File: src/rtl/core/kne_pkg.sv
package kne_pkg;

  // Build-time defaults
  localparam int KEY_MAX_BYTES_DEF = 8;
  localparam int QUEUE_DEPTH_DEF   = 4;

  // Field widths
  localparam int BYTE_W     = 8;
  localparam int VALUE_W    = 32;
  localparam int COUNT_W    = 16;
  localparam int SUM_W      = 48;
  localparam int LEN_W      = 4;
  localparam int CFG_DATA_W = 64;
  localparam int CFG_IDX_W  = 1;

  // Average: sum * 100 needs 55 bits, one quotient bit per divider step
  localparam int          DIV_W     = 55;
  localparam int          STEP_W    = 6;
  localparam logic [6:0]  AVG_SCALE = 7'd100;

  // Register indexes
  localparam logic [CFG_IDX_W-1:0] CFG_KEYWORD = 1'b0;
  localparam logic [CFG_IDX_W-1:0] CFG_KEYLEN  = 1'b1;

  // Character codes
  localparam logic [BYTE_W-1:0] CHAR_ZERO    = 8'h30;
  localparam logic [BYTE_W-1:0] CHAR_NINE    = 8'h39;
  localparam logic [BYTE_W-1:0] CHAR_NEWLINE = 8'h0A;

  // Result kinds
  localparam logic KIND_NUMBER  = 1'b0;
  localparam logic KIND_SUMMARY = 1'b1;

  typedef enum logic [1:0] {
    PH_MATCH = 2'd0,
    PH_SKIP  = 2'd1,
    PH_NUM   = 2'd2
  } phase_e;

  typedef enum logic [1:0] {
    BK_IDLE = 2'd0,
    BK_DIV  = 2'd1,
    BK_WR   = 2'd2
  } bk_state_e;

  typedef struct packed {
    logic [BYTE_W-1:0] text_byte;
    logic              end_of_text;
  } item_t;

  typedef struct packed {
    logic               kind;
    logic [VALUE_W-1:0] value;
    logic [COUNT_W-1:0] total_count;
    logic [SUM_W-1:0]   total_sum;
    logic [SUM_W-1:0]   average_x100;
    logic               last;
  } res_t;

  // Work queued from front to back
  typedef struct packed {
    logic               kind;
    logic [VALUE_W-1:0] value;
    logic [COUNT_W-1:0] count;
    logic [SUM_W-1:0]   sum;
    logic               last;
  } entry_t;

endpackage

File: src/rtl/core/kne_front.sv
module kne_front #(
  parameter int KEY_MAX_BYTES = kne_pkg::KEY_MAX_BYTES_DEF
) (
  input  logic                             clk_i,
  input  logic                             rst_ni,
  input  logic                             push_i,
  input  kne_pkg::item_t                   item_i,
  output logic                             full_o,
  input  logic                             cfg_we_i,
  input  logic [kne_pkg::CFG_IDX_W-1:0]    cfg_idx_i,
  input  logic [kne_pkg::CFG_DATA_W-1:0]   cfg_data_i,
  output logic                             q_wr_o,
  output kne_pkg::entry_t                  q_wdata_o,
  input  logic                             q_full_i
);
  import kne_pkg::*;

  localparam int WIN_W  = 8 * KEY_MAX_BYTES;
  localparam int FILL_W = $clog2(KEY_MAX_BYTES + 1);
  localparam logic [LEN_W-1:0]  KEY_MAX_LEN = LEN_W'(KEY_MAX_BYTES);
  localparam logic [FILL_W-1:0] FILL_MAX    = FILL_W'(KEY_MAX_BYTES);

  logic [WIN_W-1:0]   keyword_q;
  logic [LEN_W-1:0]   key_len_q;
  logic [WIN_W-1:0]   win_q, win_d;
  logic [FILL_W-1:0]  fill_q, fill_d;
  phase_e             phase_q, phase_d;
  logic [VALUE_W-1:0] num_q, num_d;
  logic [COUNT_W-1:0] count_q, count_d;
  logic [SUM_W-1:0]   sum_q, sum_d;
  logic               pend_q;
  entry_t             pend_entry_q;

  logic                   accept;
  logic [BYTE_W-1:0]      c;
  logic                   eot;
  logic                   is_digit;
  logic [3:0]             digit;
  logic [LEN_W-1:0]       len_eff;
  logic [LEN_W-1:0]       shamt;
  logic [WIN_W+7:0]       win_cat;
  logic [WIN_W-1:0]       win_shift;
  logic [WIN_W-1:0]       tail;
  logic [FILL_W-1:0]      fill_inc;
  logic [KEY_MAX_BYTES-1:0] byte_ok;
  logic                   key_hit;
  logic [VALUE_W+3:0]     num_ext;
  logic                   do_push;
  logic                   emit_num;
  logic [VALUE_W-1:0]     fin_val;
  logic [SUM_W:0]         sum_ext;
  entry_t                 num_entry;
  entry_t                 sum_entry;

  assign full_o   = pend_q || q_full_i;
  assign accept   = push_i && !full_o;
  assign c        = item_i.text_byte;
  assign eot      = item_i.end_of_text;
  assign is_digit = (c >= CHAR_ZERO) && (c <= CHAR_NINE);
  assign digit    = 4'(c - CHAR_ZERO);

  // Clamp the configured length into 1..KEY_MAX_BYTES
  always_comb begin
    priority if (key_len_q == '0) begin
      len_eff = LEN_W'(1);
    end else if (key_len_q > KEY_MAX_LEN) begin
      len_eff = KEY_MAX_LEN;
    end else begin
      len_eff = key_len_q;
    end
  end

  // Shift the byte into the window and compare the newest bytes to the keyword
  assign win_cat   = {c, win_q};
  assign win_shift = win_cat[WIN_W+7:8];
  assign shamt     = KEY_MAX_LEN - len_eff;
  assign tail      = win_shift >> {shamt, 3'b000};
  assign fill_inc  = (fill_q == FILL_MAX) ? fill_q : fill_q + FILL_W'(1);

  always_comb begin
    for (int j = 0; j < KEY_MAX_BYTES; j++) begin
      byte_ok[j] = (LEN_W'(j) >= len_eff) || (tail[8*j +: 8] == keyword_q[8*j +: 8]);
    end
  end

  assign key_hit = (LEN_W'(fill_inc) >= len_eff) && (&byte_ok);

  // Extend the open number by one decimal digit
  assign num_ext = ({4'b0000, num_q} << 3) + ({4'b0000, num_q} << 1) + (VALUE_W + 4)'(digit);

  // Next state of the scanner for one accepted byte
  always_comb begin
    win_d    = win_q;
    fill_d   = fill_q;
    phase_d  = phase_q;
    num_d    = num_q;
    count_d  = count_q;
    sum_d    = sum_q;
    do_push  = 1'b0;
    emit_num = 1'b0;
    fin_val  = num_q;
    sum_ext  = '0;

    unique case (phase_q)
      PH_NUM: begin
        if (is_digit) begin
          num_d = (num_ext[VALUE_W+3:VALUE_W] != '0) ? '1 : num_ext[VALUE_W-1:0];
        end else begin
          emit_num = 1'b1;
          fin_val  = num_q;
          num_d    = '0;
          do_push  = 1'b1;
        end
      end
      PH_SKIP: begin
        if (is_digit) begin
          num_d   = VALUE_W'(digit);
          phase_d = PH_NUM;
        end else if (c == CHAR_NEWLINE) begin
          phase_d = PH_MATCH;
        end
      end
      default: begin
        do_push = 1'b1;
      end
    endcase

    if (do_push) begin
      phase_d = PH_MATCH;
      win_d   = win_shift;
      fill_d  = fill_inc;
      if (key_hit) begin
        win_d   = '0;
        fill_d  = '0;
        phase_d = PH_SKIP;
      end
    end

    // Close a number still open at end of text
    if (eot && (phase_d == PH_NUM)) begin
      emit_num = 1'b1;
      fin_val  = num_d;
    end

    if (emit_num) begin
      count_d = (count_q == '1) ? count_q : count_q + COUNT_W'(1);
      sum_ext = {1'b0, sum_q} + (SUM_W + 1)'(fin_val);
      sum_d   = sum_ext[SUM_W] ? '1 : sum_ext[SUM_W-1:0];
    end

    num_entry.kind  = KIND_NUMBER;
    num_entry.value = fin_val;
    num_entry.count = count_d;
    num_entry.sum   = sum_d;
    num_entry.last  = !eot;

    sum_entry.kind  = KIND_SUMMARY;
    sum_entry.value = '0;
    sum_entry.count = count_d;
    sum_entry.sum   = sum_d;
    sum_entry.last  = 1'b1;

    // Start a new text after the summary
    if (eot) begin
      win_d   = '0;
      fill_d  = '0;
      phase_d = PH_MATCH;
      num_d   = '0;
      count_d = '0;
      sum_d   = '0;
    end
  end

  // Queue write: pending second result first, else this byte's first result
  always_comb begin
    q_wr_o    = 1'b0;
    q_wdata_o = num_entry;
    if (pend_q) begin
      q_wr_o    = !q_full_i;
      q_wdata_o = pend_entry_q;
    end else if (accept) begin
      if (emit_num) begin
        q_wr_o    = 1'b1;
        q_wdata_o = num_entry;
      end else if (eot) begin
        q_wr_o    = 1'b1;
        q_wdata_o = sum_entry;
      end
    end
  end

  // Configuration registers
  always_ff @(posedge clk_i or negedge rst_ni) begin
    if (!rst_ni) begin
      keyword_q <= '0;
      key_len_q <= LEN_W'(1);
    end else if (cfg_we_i) begin
      unique case (cfg_idx_i)
        CFG_KEYWORD: keyword_q <= cfg_data_i[WIN_W-1:0];
        CFG_KEYLEN:  key_len_q <= cfg_data_i[LEN_W-1:0];
        default:     ;
      endcase
    end
  end

  // Scanner state, advance on each accepted byte
  always_ff @(posedge clk_i or negedge rst_ni) begin
    if (!rst_ni) begin
      win_q   <= '0;
      fill_q  <= '0;
      phase_q <= PH_MATCH;
      num_q   <= '0;
      count_q <= '0;
      sum_q   <= '0;
    end else if (accept) begin
      win_q   <= win_d;
      fill_q  <= fill_d;
      phase_q <= phase_d;
      num_q   <= num_d;
      count_q <= count_d;
      sum_q   <= sum_d;
    end
  end

  // Hold the summary when a byte produces two results
  always_ff @(posedge clk_i or negedge rst_ni) begin
    if (!rst_ni) begin
      pend_q <= 1'b0;
    end else if (pend_q) begin
      pend_q <= q_full_i;
    end else begin
      pend_q <= accept && emit_num && eot;
    end
  end

  always_ff @(posedge clk_i) begin
    if (!pend_q && accept) begin
      pend_entry_q <= sum_entry;
    end
  end

endmodule

File: src/rtl/core/kne_fifo.sv
module kne_fifo #(
  parameter int DEPTH = kne_pkg::QUEUE_DEPTH_DEF
) (
  input  logic            clk_i,
  input  logic            rst_ni,
  input  logic            wr_i,
  input  kne_pkg::entry_t wdata_i,
  output logic            full_o,
  input  logic            rd_i,
  output kne_pkg::entry_t rdata_o,
  output logic            empty_o
);
  import kne_pkg::*;

  localparam int PTR_W = $clog2(DEPTH);
  localparam int CNT_W = $clog2(DEPTH + 1);
  localparam logic [PTR_W-1:0] PTR_LAST = PTR_W'(DEPTH - 1);
  localparam logic [CNT_W-1:0] CNT_FULL = CNT_W'(DEPTH);

  entry_t           mem_q [DEPTH];
  logic [PTR_W-1:0] wr_ptr_q, rd_ptr_q;
  logic [CNT_W-1:0] cnt_q;
  logic             do_wr, do_rd;

  assign full_o  = (cnt_q == CNT_FULL);
  assign empty_o = (cnt_q == '0);
  assign do_wr   = wr_i && !full_o;
  assign do_rd   = rd_i && !empty_o;
  assign rdata_o = mem_q[rd_ptr_q];

  // Advance pointers and occupancy
  always_ff @(posedge clk_i or negedge rst_ni) begin
    if (!rst_ni) begin
      wr_ptr_q <= '0;
      rd_ptr_q <= '0;
      cnt_q    <= '0;
    end else begin
      if (do_wr) begin
        wr_ptr_q <= (wr_ptr_q == PTR_LAST) ? '0 : wr_ptr_q + PTR_W'(1);
      end
      if (do_rd) begin
        rd_ptr_q <= (rd_ptr_q == PTR_LAST) ? '0 : rd_ptr_q + PTR_W'(1);
      end
      if (do_wr && !do_rd) begin
        cnt_q <= cnt_q + CNT_W'(1);
      end else if (do_rd && !do_wr) begin
        cnt_q <= cnt_q - CNT_W'(1);
      end
    end
  end

  // Store entries
  always_ff @(posedge clk_i) begin
    if (do_wr) begin
      mem_q[wr_ptr_q] <= wdata_i;
    end
  end

endmodule

File: src/rtl/core/kne_back.sv
module kne_back (
  input  logic            clk_i,
  input  logic            rst_ni,
  input  kne_pkg::entry_t q_rdata_i,
  input  logic            q_empty_i,
  output logic            q_rd_o,
  output logic            empty_o,
  input  logic            pop_i,
  output kne_pkg::res_t   res_o
);
  import kne_pkg::*;

  localparam logic [STEP_W-1:0] STEP_LAST = STEP_W'(DIV_W - 1);
  localparam logic [DIV_W-1:0]  AVG_MAX   = DIV_W'({SUM_W{1'b1}});

  bk_state_e         state_q, state_d;
  entry_t            ent_q, ent_d;
  logic [DIV_W-1:0]  dq_q, dq_d;
  logic [COUNT_W-1:0] rem_q, rem_d;
  logic [STEP_W-1:0] step_q, step_d;
  res_t              out_q, out_d;
  logic              out_valid_q, out_valid_d;

  logic              out_free;
  logic              out_load;
  res_t              out_new;
  logic [COUNT_W:0]  rem_sh;
  logic [COUNT_W:0]  rem_sub;
  logic              q_bit;

  assign empty_o  = !out_valid_q;
  assign res_o    = out_q;
  assign out_free = !out_valid_q || pop_i;

  // One restoring division step per cycle
  assign rem_sh  = {rem_q, dq_q[DIV_W-1]};
  assign q_bit   = rem_sh >= {1'b0, ent_q.count};
  assign rem_sub = rem_sh - {1'b0, ent_q.count};

  always_comb begin
    state_d  = state_q;
    ent_d    = ent_q;
    dq_d     = dq_q;
    rem_d    = rem_q;
    step_d   = step_q;
    q_rd_o   = 1'b0;
    out_load = 1'b0;

    out_new.kind         = q_rdata_i.kind;
    out_new.value        = q_rdata_i.value;
    out_new.total_count  = q_rdata_i.count;
    out_new.total_sum    = q_rdata_i.sum;
    out_new.average_x100 = '0;
    out_new.last         = q_rdata_i.last;

    unique case (state_q)
      BK_IDLE: begin
        if (!q_empty_i) begin
          if ((q_rdata_i.kind == KIND_NUMBER) || (q_rdata_i.count == '0)) begin
            // Pass straight to the output register
            if (out_free) begin
              q_rd_o   = 1'b1;
              out_load = 1'b1;
            end
          end else begin
            // Start the average: sum * 100 / count
            q_rd_o  = 1'b1;
            ent_d   = q_rdata_i;
            dq_d    = DIV_W'(q_rdata_i.sum) * DIV_W'(AVG_SCALE);
            rem_d   = '0;
            step_d  = '0;
            state_d = BK_DIV;
          end
        end
      end
      BK_DIV: begin
        dq_d   = {dq_q[DIV_W-2:0], q_bit};
        rem_d  = q_bit ? rem_sub[COUNT_W-1:0] : rem_sh[COUNT_W-1:0];
        step_d = step_q + STEP_W'(1);
        if (step_q == STEP_LAST) begin
          state_d = BK_WR;
        end
      end
      BK_WR: begin
        out_new.kind         = ent_q.kind;
        out_new.value        = ent_q.value;
        out_new.total_count  = ent_q.count;
        out_new.total_sum    = ent_q.sum;
        out_new.average_x100 = (dq_q > AVG_MAX) ? '1 : dq_q[SUM_W-1:0];
        out_new.last         = ent_q.last;
        if (out_free) begin
          out_load = 1'b1;
          state_d  = BK_IDLE;
        end
      end
      default: begin
        state_d = BK_IDLE;
      end
    endcase
  end

  // Output register: load a new result or drop the one just taken
  always_comb begin
    out_d       = out_q;
    out_valid_d = out_valid_q;
    if (out_load) begin
      out_d       = out_new;
      out_valid_d = 1'b1;
    end else if (pop_i && out_valid_q) begin
      out_valid_d = 1'b0;
    end
  end

  always_ff @(posedge clk_i or negedge rst_ni) begin
    if (!rst_ni) begin
      state_q     <= BK_IDLE;
      out_valid_q <= 1'b0;
      step_q      <= '0;
    end else begin
      state_q     <= state_d;
      out_valid_q <= out_valid_d;
      step_q      <= step_d;
    end
  end

  always_ff @(posedge clk_i) begin
    ent_q <= ent_d;
    dq_q  <= dq_d;
    rem_q <= rem_d;
    out_q <= out_d;
  end

endmodule

File: src/rtl/core/keyword_number_extractor_top.sv
// Keyword number extractor.
// Text enters one byte per transaction on the push/full side, with a flag on
// the final byte of each text. Each time the configured keyword appears, the
// decimal number after it is returned as a number result; the final byte
// also yields a summary with count, sum and average times 100.
// Results leave on the empty/pop side, oldest first; the head result is held
// on res_o while empty is low.
// Throughput: one byte per cycle while full is low. A final byte that also
// closes a number holds full high while its second result is queued.
// A number result is registered in the internal queue and then in the output register.
// A summary with a nonzero count first runs a bit-serial divider in the back
// end; the front keeps taking bytes until the internal queue fills.
// When pop is held low, the output register and the queue fill and full
// rises; nothing is dropped.
// Reset clears all scan state, sets the keyword to zero and its length to 1.
// Configuration writes take effect from the next byte.
module keyword_number_extractor_top #(
  parameter int KEY_MAX_BYTES = kne_pkg::KEY_MAX_BYTES_DEF,
  parameter int QUEUE_DEPTH   = kne_pkg::QUEUE_DEPTH_DEF
) (
  input  logic                           clk_i,
  input  logic                           rst_ni,
  input  logic                           push,
  output logic                           full,
  input  kne_pkg::item_t                 item_i,
  output logic                           empty,
  input  logic                           pop,
  output kne_pkg::res_t                  res_o,
  input  logic                           cfg_we_i,
  input  logic [kne_pkg::CFG_IDX_W-1:0]  cfg_idx_i,
  input  logic [kne_pkg::CFG_DATA_W-1:0] cfg_data_i
);
  import kne_pkg::*;

  logic   q_wr, q_full, q_rd, q_empty;
  entry_t q_wdata, q_rdata;

  kne_front #(
    .KEY_MAX_BYTES(KEY_MAX_BYTES)
  ) u_front (
    .clk_i     (clk_i),
    .rst_ni    (rst_ni),
    .push_i    (push),
    .item_i    (item_i),
    .full_o    (full),
    .cfg_we_i  (cfg_we_i),
    .cfg_idx_i (cfg_idx_i),
    .cfg_data_i(cfg_data_i),
    .q_wr_o    (q_wr),
    .q_wdata_o (q_wdata),
    .q_full_i  (q_full)
  );

  kne_fifo #(
    .DEPTH(QUEUE_DEPTH)
  ) u_fifo (
    .clk_i  (clk_i),
    .rst_ni (rst_ni),
    .wr_i   (q_wr),
    .wdata_i(q_wdata),
    .full_o (q_full),
    .rd_i   (q_rd),
    .rdata_o(q_rdata),
    .empty_o(q_empty)
  );

  kne_back u_back (
    .clk_i    (clk_i),
    .rst_ni   (rst_ni),
    .q_rdata_i(q_rdata),
    .q_empty_i(q_empty),
    .q_rd_o   (q_rd),
    .empty_o  (empty),
    .pop_i    (pop),
    .res_o    (res_o)
  );

endmodule

File: config.mk
export PLATFORM = sky130hd
export DESIGN_NAME = keyword_number_extractor_top
export DESIGN_NICKNAME = d
export VERILOG_FILES = /design/src/rtl/core/kne_pkg.sv /design/src/rtl/core/kne_front.sv /design/src/rtl/core/kne_fifo.sv /design/src/rtl/core/kne_back.sv /design/src/rtl/core/keyword_number_extractor_top.sv
export SDC_FILE = /design/constraint.sdc
export NUM_CORES = 2
export LEC_CHECK = 0
export ABC_AREA = 1
export BUFFER_PORTS_ARGS = -buffer_cell sky130_fd_sc_hd__buf_2
export CELL_PAD_IN_SITES_DETAIL_PLACEMENT = 0
export CELL_PAD_IN_SITES_GLOBAL_PLACEMENT = 1
export CORE_MARGIN = 2
export CORE_UTILIZATION = 44
export DETAILED_ROUTE_END_ITERATION = 10
export PLACE_DENSITY = 0.83
export RECOVER_POWER = 50
export SLEW_MARGIN = 5
export SYNTH_ARGS = -nofsm -noshare
export SYNTH_HDL_FRONTEND = slang
export SYNTH_SLANG_ARGS = --single-unit
File: constraint.sdc
create_clock -name clk_i -period 9.73 [get_ports clk_i]
set_input_delay 1.4595 -clock clk_i [delete_from_list [all_inputs] [get_ports clk_i]]
set_output_delay 1.4595 -clock clk_i [all_outputs]
set_load 0.01 [all_outputs]
==> results.md <==
- The flow ran to the end, but the final reports show violations.
- The checks that failed: max-capacitance violations, max-slew violations.
- The initial core utilization is between 40% and 50%.
- Per report_power, the combinational group accounts for 58.5% of the total.
- TritonCTS created approximately 110 clock buffers.
- The total number of vias is 45,200.
- For this run, the register share of the synthesized area comes to approximately 51%.
- The number of buffers and inverters on the critical path is 5.
- The post-synthesis to final-layout area growth is 11.1%.
- The number of optimization iterations in the first detailed-route pass is 6.
- VDD sags by at most approximately 360 uV.
- After detailed routing, the average wire length per cell comes to 18.8 um.
- Power spread over the standard cell area amounts to 399 nW/um2.
- Along the worst path, the maximum fanout reaches 33.
- The required time reported for the critical path endpoint is between 10 and 15 ns.
- The internal power is 13.4 mW.
- Counting every sink on the clock net gives between 1,000 and 1,500.
- In this run the worst hold path is classified as flip-flop to flip-flop.
- The cell area after synthesis is between 50,000 and 60,000 um2.
- The post-synth net total is approximately 7,000.
- The fraction of final layout cells sized beyond drive strength 1 is approximately 6.1%.
- In this run switching power makes up a little under half of total power.
- After layout, the minimum clock period comes to 8.40 ns.
- The share of total power dissipated in the clock network is ~18%.
- The most common cell type on the critical path is nand2_1.
- The number of cells upsized or downsized after cts is 0.
- Summed over all nets, the switching power comes to approximately 12 mW.
- The cell sitting at the root of the clock tree is a clkbuf_16.
- After global routing the overflow that remains totals 0.
- Entering global routing, the biggest net connects 147 pins.
- The headroom to the max-slew limit is -243%.
- After detailed placement, the total cell area comes to 60,200 um2.
- The number of different library cells in the post-synthesis netlist is 52.
- The global placement routability congestion is around 0.94.
- By startpoint and endpoint, the worst setup path is classified as flip-flop to flip-flop.
- The filler cell count is roughly 12,000.
- Sorting the synthesized cells by how often they occur yields nand2_1, edfxtp_1, inv_1.
- At the pin with the least slew margin, the transition time is between 5 and 6 ns.
- The residual antenna-violating net count after detailed routing is 0.
- The number of flip-flops and latches in the synthesized netlist is 1,014.
- The die is roughly 370 um tall.
- The synthesized design contains around 770 enable-type register cells.
- The total of hold buffers inserted after clock tree synthesis is 0.
- In the global route stage, met2 resource usage came out at between 30% and 40%.
- Before CTS, the worst setup slack after placement is about 1.4 ns.
- The first global-routing pass estimated approximately 250 mm of wire.
- For this run, the share of the core covered by cells in the final layout is between 40% and 50%.
- The final count of negative-setup-slack endpoints is 0.
- The count of buffers added by post-CTS timing repair for setup is 0.
- The worst setup path is launched from a flip-flop.
- The area of the core is 130,000 um2.
- The insertion delay of the later-clocked pin in the worst-skew pair is between 0.7 and 0.8 ns.
- The synthesized area per cell is 8.75 um2.
- The average vias per placed instance is 5.31.
- The portion of synthesized cell area occupied by the leading cell type is approximately two fifths.
- The port buffer count is approximately 230.
- The die outline area is between 100,000 and 150,000 um2.
- The cell with the most instances after synthesis is nand2_1.
- After floorplanning, the core was divided into 132 placement rows.
- After clock tree synthesis, the clock-pin slew on the worst setup and hold paths is 0.06 ns.
- Adding up every negative setup slack in the final design gives 0 ns.
- The number of top-level design ports is around 230.
- The clock passes through at most 3 buffers.
- Global routing used between 30 and 40% of the available met1 tracks.
- The standard cell with the maximum stage delay on the critical path is inv_1.
- The data arrival time at the worst-slack endpoint is roughly 8.9 ns.
- After layout, the worst path uses between 80% and 90% of the clock period.
- For this run, the number of Yosys warnings is 0.
- The clock skew after layout is 0.0653 ns.
- The final cell area excluding filler cells is roughly 64,000 um2.
- The dominant register cell in the synthesized netlist is edfxtp_1.
- The total global routing track utilization is 23.8%.
- The clock tree synthesis step divided the H-tree into 3 levels.
- The horizontal die dimension is around 370 um.
- The layer with the highest usage is met2.
- The largest delay contributor family on the critical path is simple AND/OR/NAND/NOR gates.
- The tightest hold path in the finished design has a slack of 0.495 ns.
- The worst path setup slack after routing is about 1.3 ns.
- The max-capacitance violation count is 16.
- The final number of hold-violating endpoints came to 0.
- The largest area contributor in the netlist is edfxtp_1.
- The synthesized netlist cell count is around 6,600.
- Summed over all layers, the routed wires come to between 150 and 200 mm.
- The leakage power of the design is 28.2 nW.
- On the worst path, the slowest cell contributes a delay of 0.97 ns.
- The met3 track utilization from global routing is ~2.5%.
- After synthesis, the cell types taking the most area are edfxtp_1, nand2_1, dfrtp_1.
- TritonCTS built the clock tree.
- Setup repair after global routing left no endpoint under its margin.
- In the final design database the tool counted between 7,000 and 8,000 nets.
- In the synthesized netlist the async set-or-reset flop fraction comes to 24.0%.
- Derived from the worst setup path, the maximum achievable clock frequency is approximately 0.12 GHz.
- The number of global-route vias before repair is ~44,000.
- The register share of total power is between 20% and 30%.
- The max-slew violation total from the final report came to between 700 and 800.
- The DRC violation total after the first TritonRoute iteration is 4,040.
- The number of antenna violations at the first check in global routing is 4.
- After legalization and detailed placement, the total HPWL measured 112 mm.
- The number of remaining DRC errors is 0.
- The kind of end point of the critical path is a flip-flop.
[worst min-delay path, stage by stage (launching register included)]
cell and delay [ns]:
dfrtp_1 0.34, nand2_1 0.05, o21ai_0 0.06
[final timing paths]
kind	slack [ns]	end	from	depth (start not counted)
max	1.33	u_fifo.mem_q[2][35]	u_front.key_len_q[3]	38
min	0.49	u_front.key_len_q[1]	u_front.key_len_q[1]	2
max reg2reg	1.33	u_fifo.mem_q[2][35]	u_front.key_len_q[3]	38
min reg2reg	0.49	u_front.key_len_q[1]	u_front.key_len_q[1]	2
max in group asynchronous	2.06	u_front.sum_q[25]	rst_ni	3
min in group asynchronous	2.50	u_back.out_valid_q	rst_ni	1
[per-layer routing]
metal  up-vias  wire, um
li1      22400         -
met1     21400     71700
met2      1213     76000
met3       203      7930
met4         0      4090
met5         -         0
[area by class of cell]
cell class | count | area [um2] | area share (%)
Multi-Input combinational cell | 4499 | 24200 | 37.9
Clock inverter | 64 | 958 | 1.50
Tap cell | 1742 | 2180 | 3.41
Sequential cell | 1014 | 29200 | 45.8
Clock buffer | 144 | 3010 | 4.71
Antenna cell | 1 | 2.50 | 0.00392
Inverter | 764 | 2870 | 4.49
Timing Repair Buffer | 288 | 1430 | 2.24
[placed cells by master, fill, tap and decap left out, drive strengths merged, types with 2 or more instances in the layout]
cell type and count:
o31ai 4, nor3b 2, o21bai 14, nor2 432
o22ai 103, a21boi 4, o21a 14, buf 125
ha 280, o211ai 9, clkbuf 307, and2 30
nand3 645, mux2 27, a31oi 62, nor4 20
nor3 43, nand3b 40, a21oi 333, bufinv 18
o21ai 345, xor2 68, edfxtp 771, xnor2 49
or2 42, inv 769, nand4 105, clkinv 33
o2111ai 3, a22o 27, dfrtp 242, a21o 4
fa 48, clkinvlp 8, nand2 1731, and3 5
a31o 3
[registers in the layout, indices dropped and copies added, names as in the netlist, 6 cells and up]
register	flops
u_front.pend_entry_q	64
u_front.keyword_q	64
u_front.count_q	16
u_fifo.mem_q	392
u_back.rem_q	16
u_front.win_q	56
u_front.num_q	32
u_back.step_q	6
u_back.ent_q	98
u_back.dq_q	55
u_back.res_o	146
u_front.sum_q	48
[kinds of logic (layout without fill, tap and decap cells)]
logic type / Yosys count / after routing / share of synthesized area (%)
multiplexers: 27 / 27 / 0.529
other: 0 / 1 / 0
adder cells (fa/ha/maj): 328 / 328 / 7.77
flip-flops: 1014 / 1014 / 50.9
XOR/XNOR: 117 / 117 / 1.78
AO/OA/AOI/OAI: 931 / 931 / 8.94
AND/OR/NAND/NOR: 3096 / 3096 / 22.9
buffers and inverters: 1058 / 1260 / 7.20
[power groups by stage]
stage                     clock network (mW)  logic (mW)  registers [mW]
final                                   4.51        14.9            6.06
after global routing                    4.76        17.0            6.14
after CTS                               4.59        15.0            6.05
after detailed placement                   0        14.9            6.13
after global placement                     0        14.9            6.12
after floorplan                            0        10.7            6.14
[metrics by stage]
stage	instances	power, mW
after global routing	8516	27.9
final	8516	25.5
after CTS	8515	25.6
after global placement	8307	21.0
after floorplan	6571	16.8
after detailed placement	8307	21.0
No activity file was read; power rests on OpenSTA's default activity.
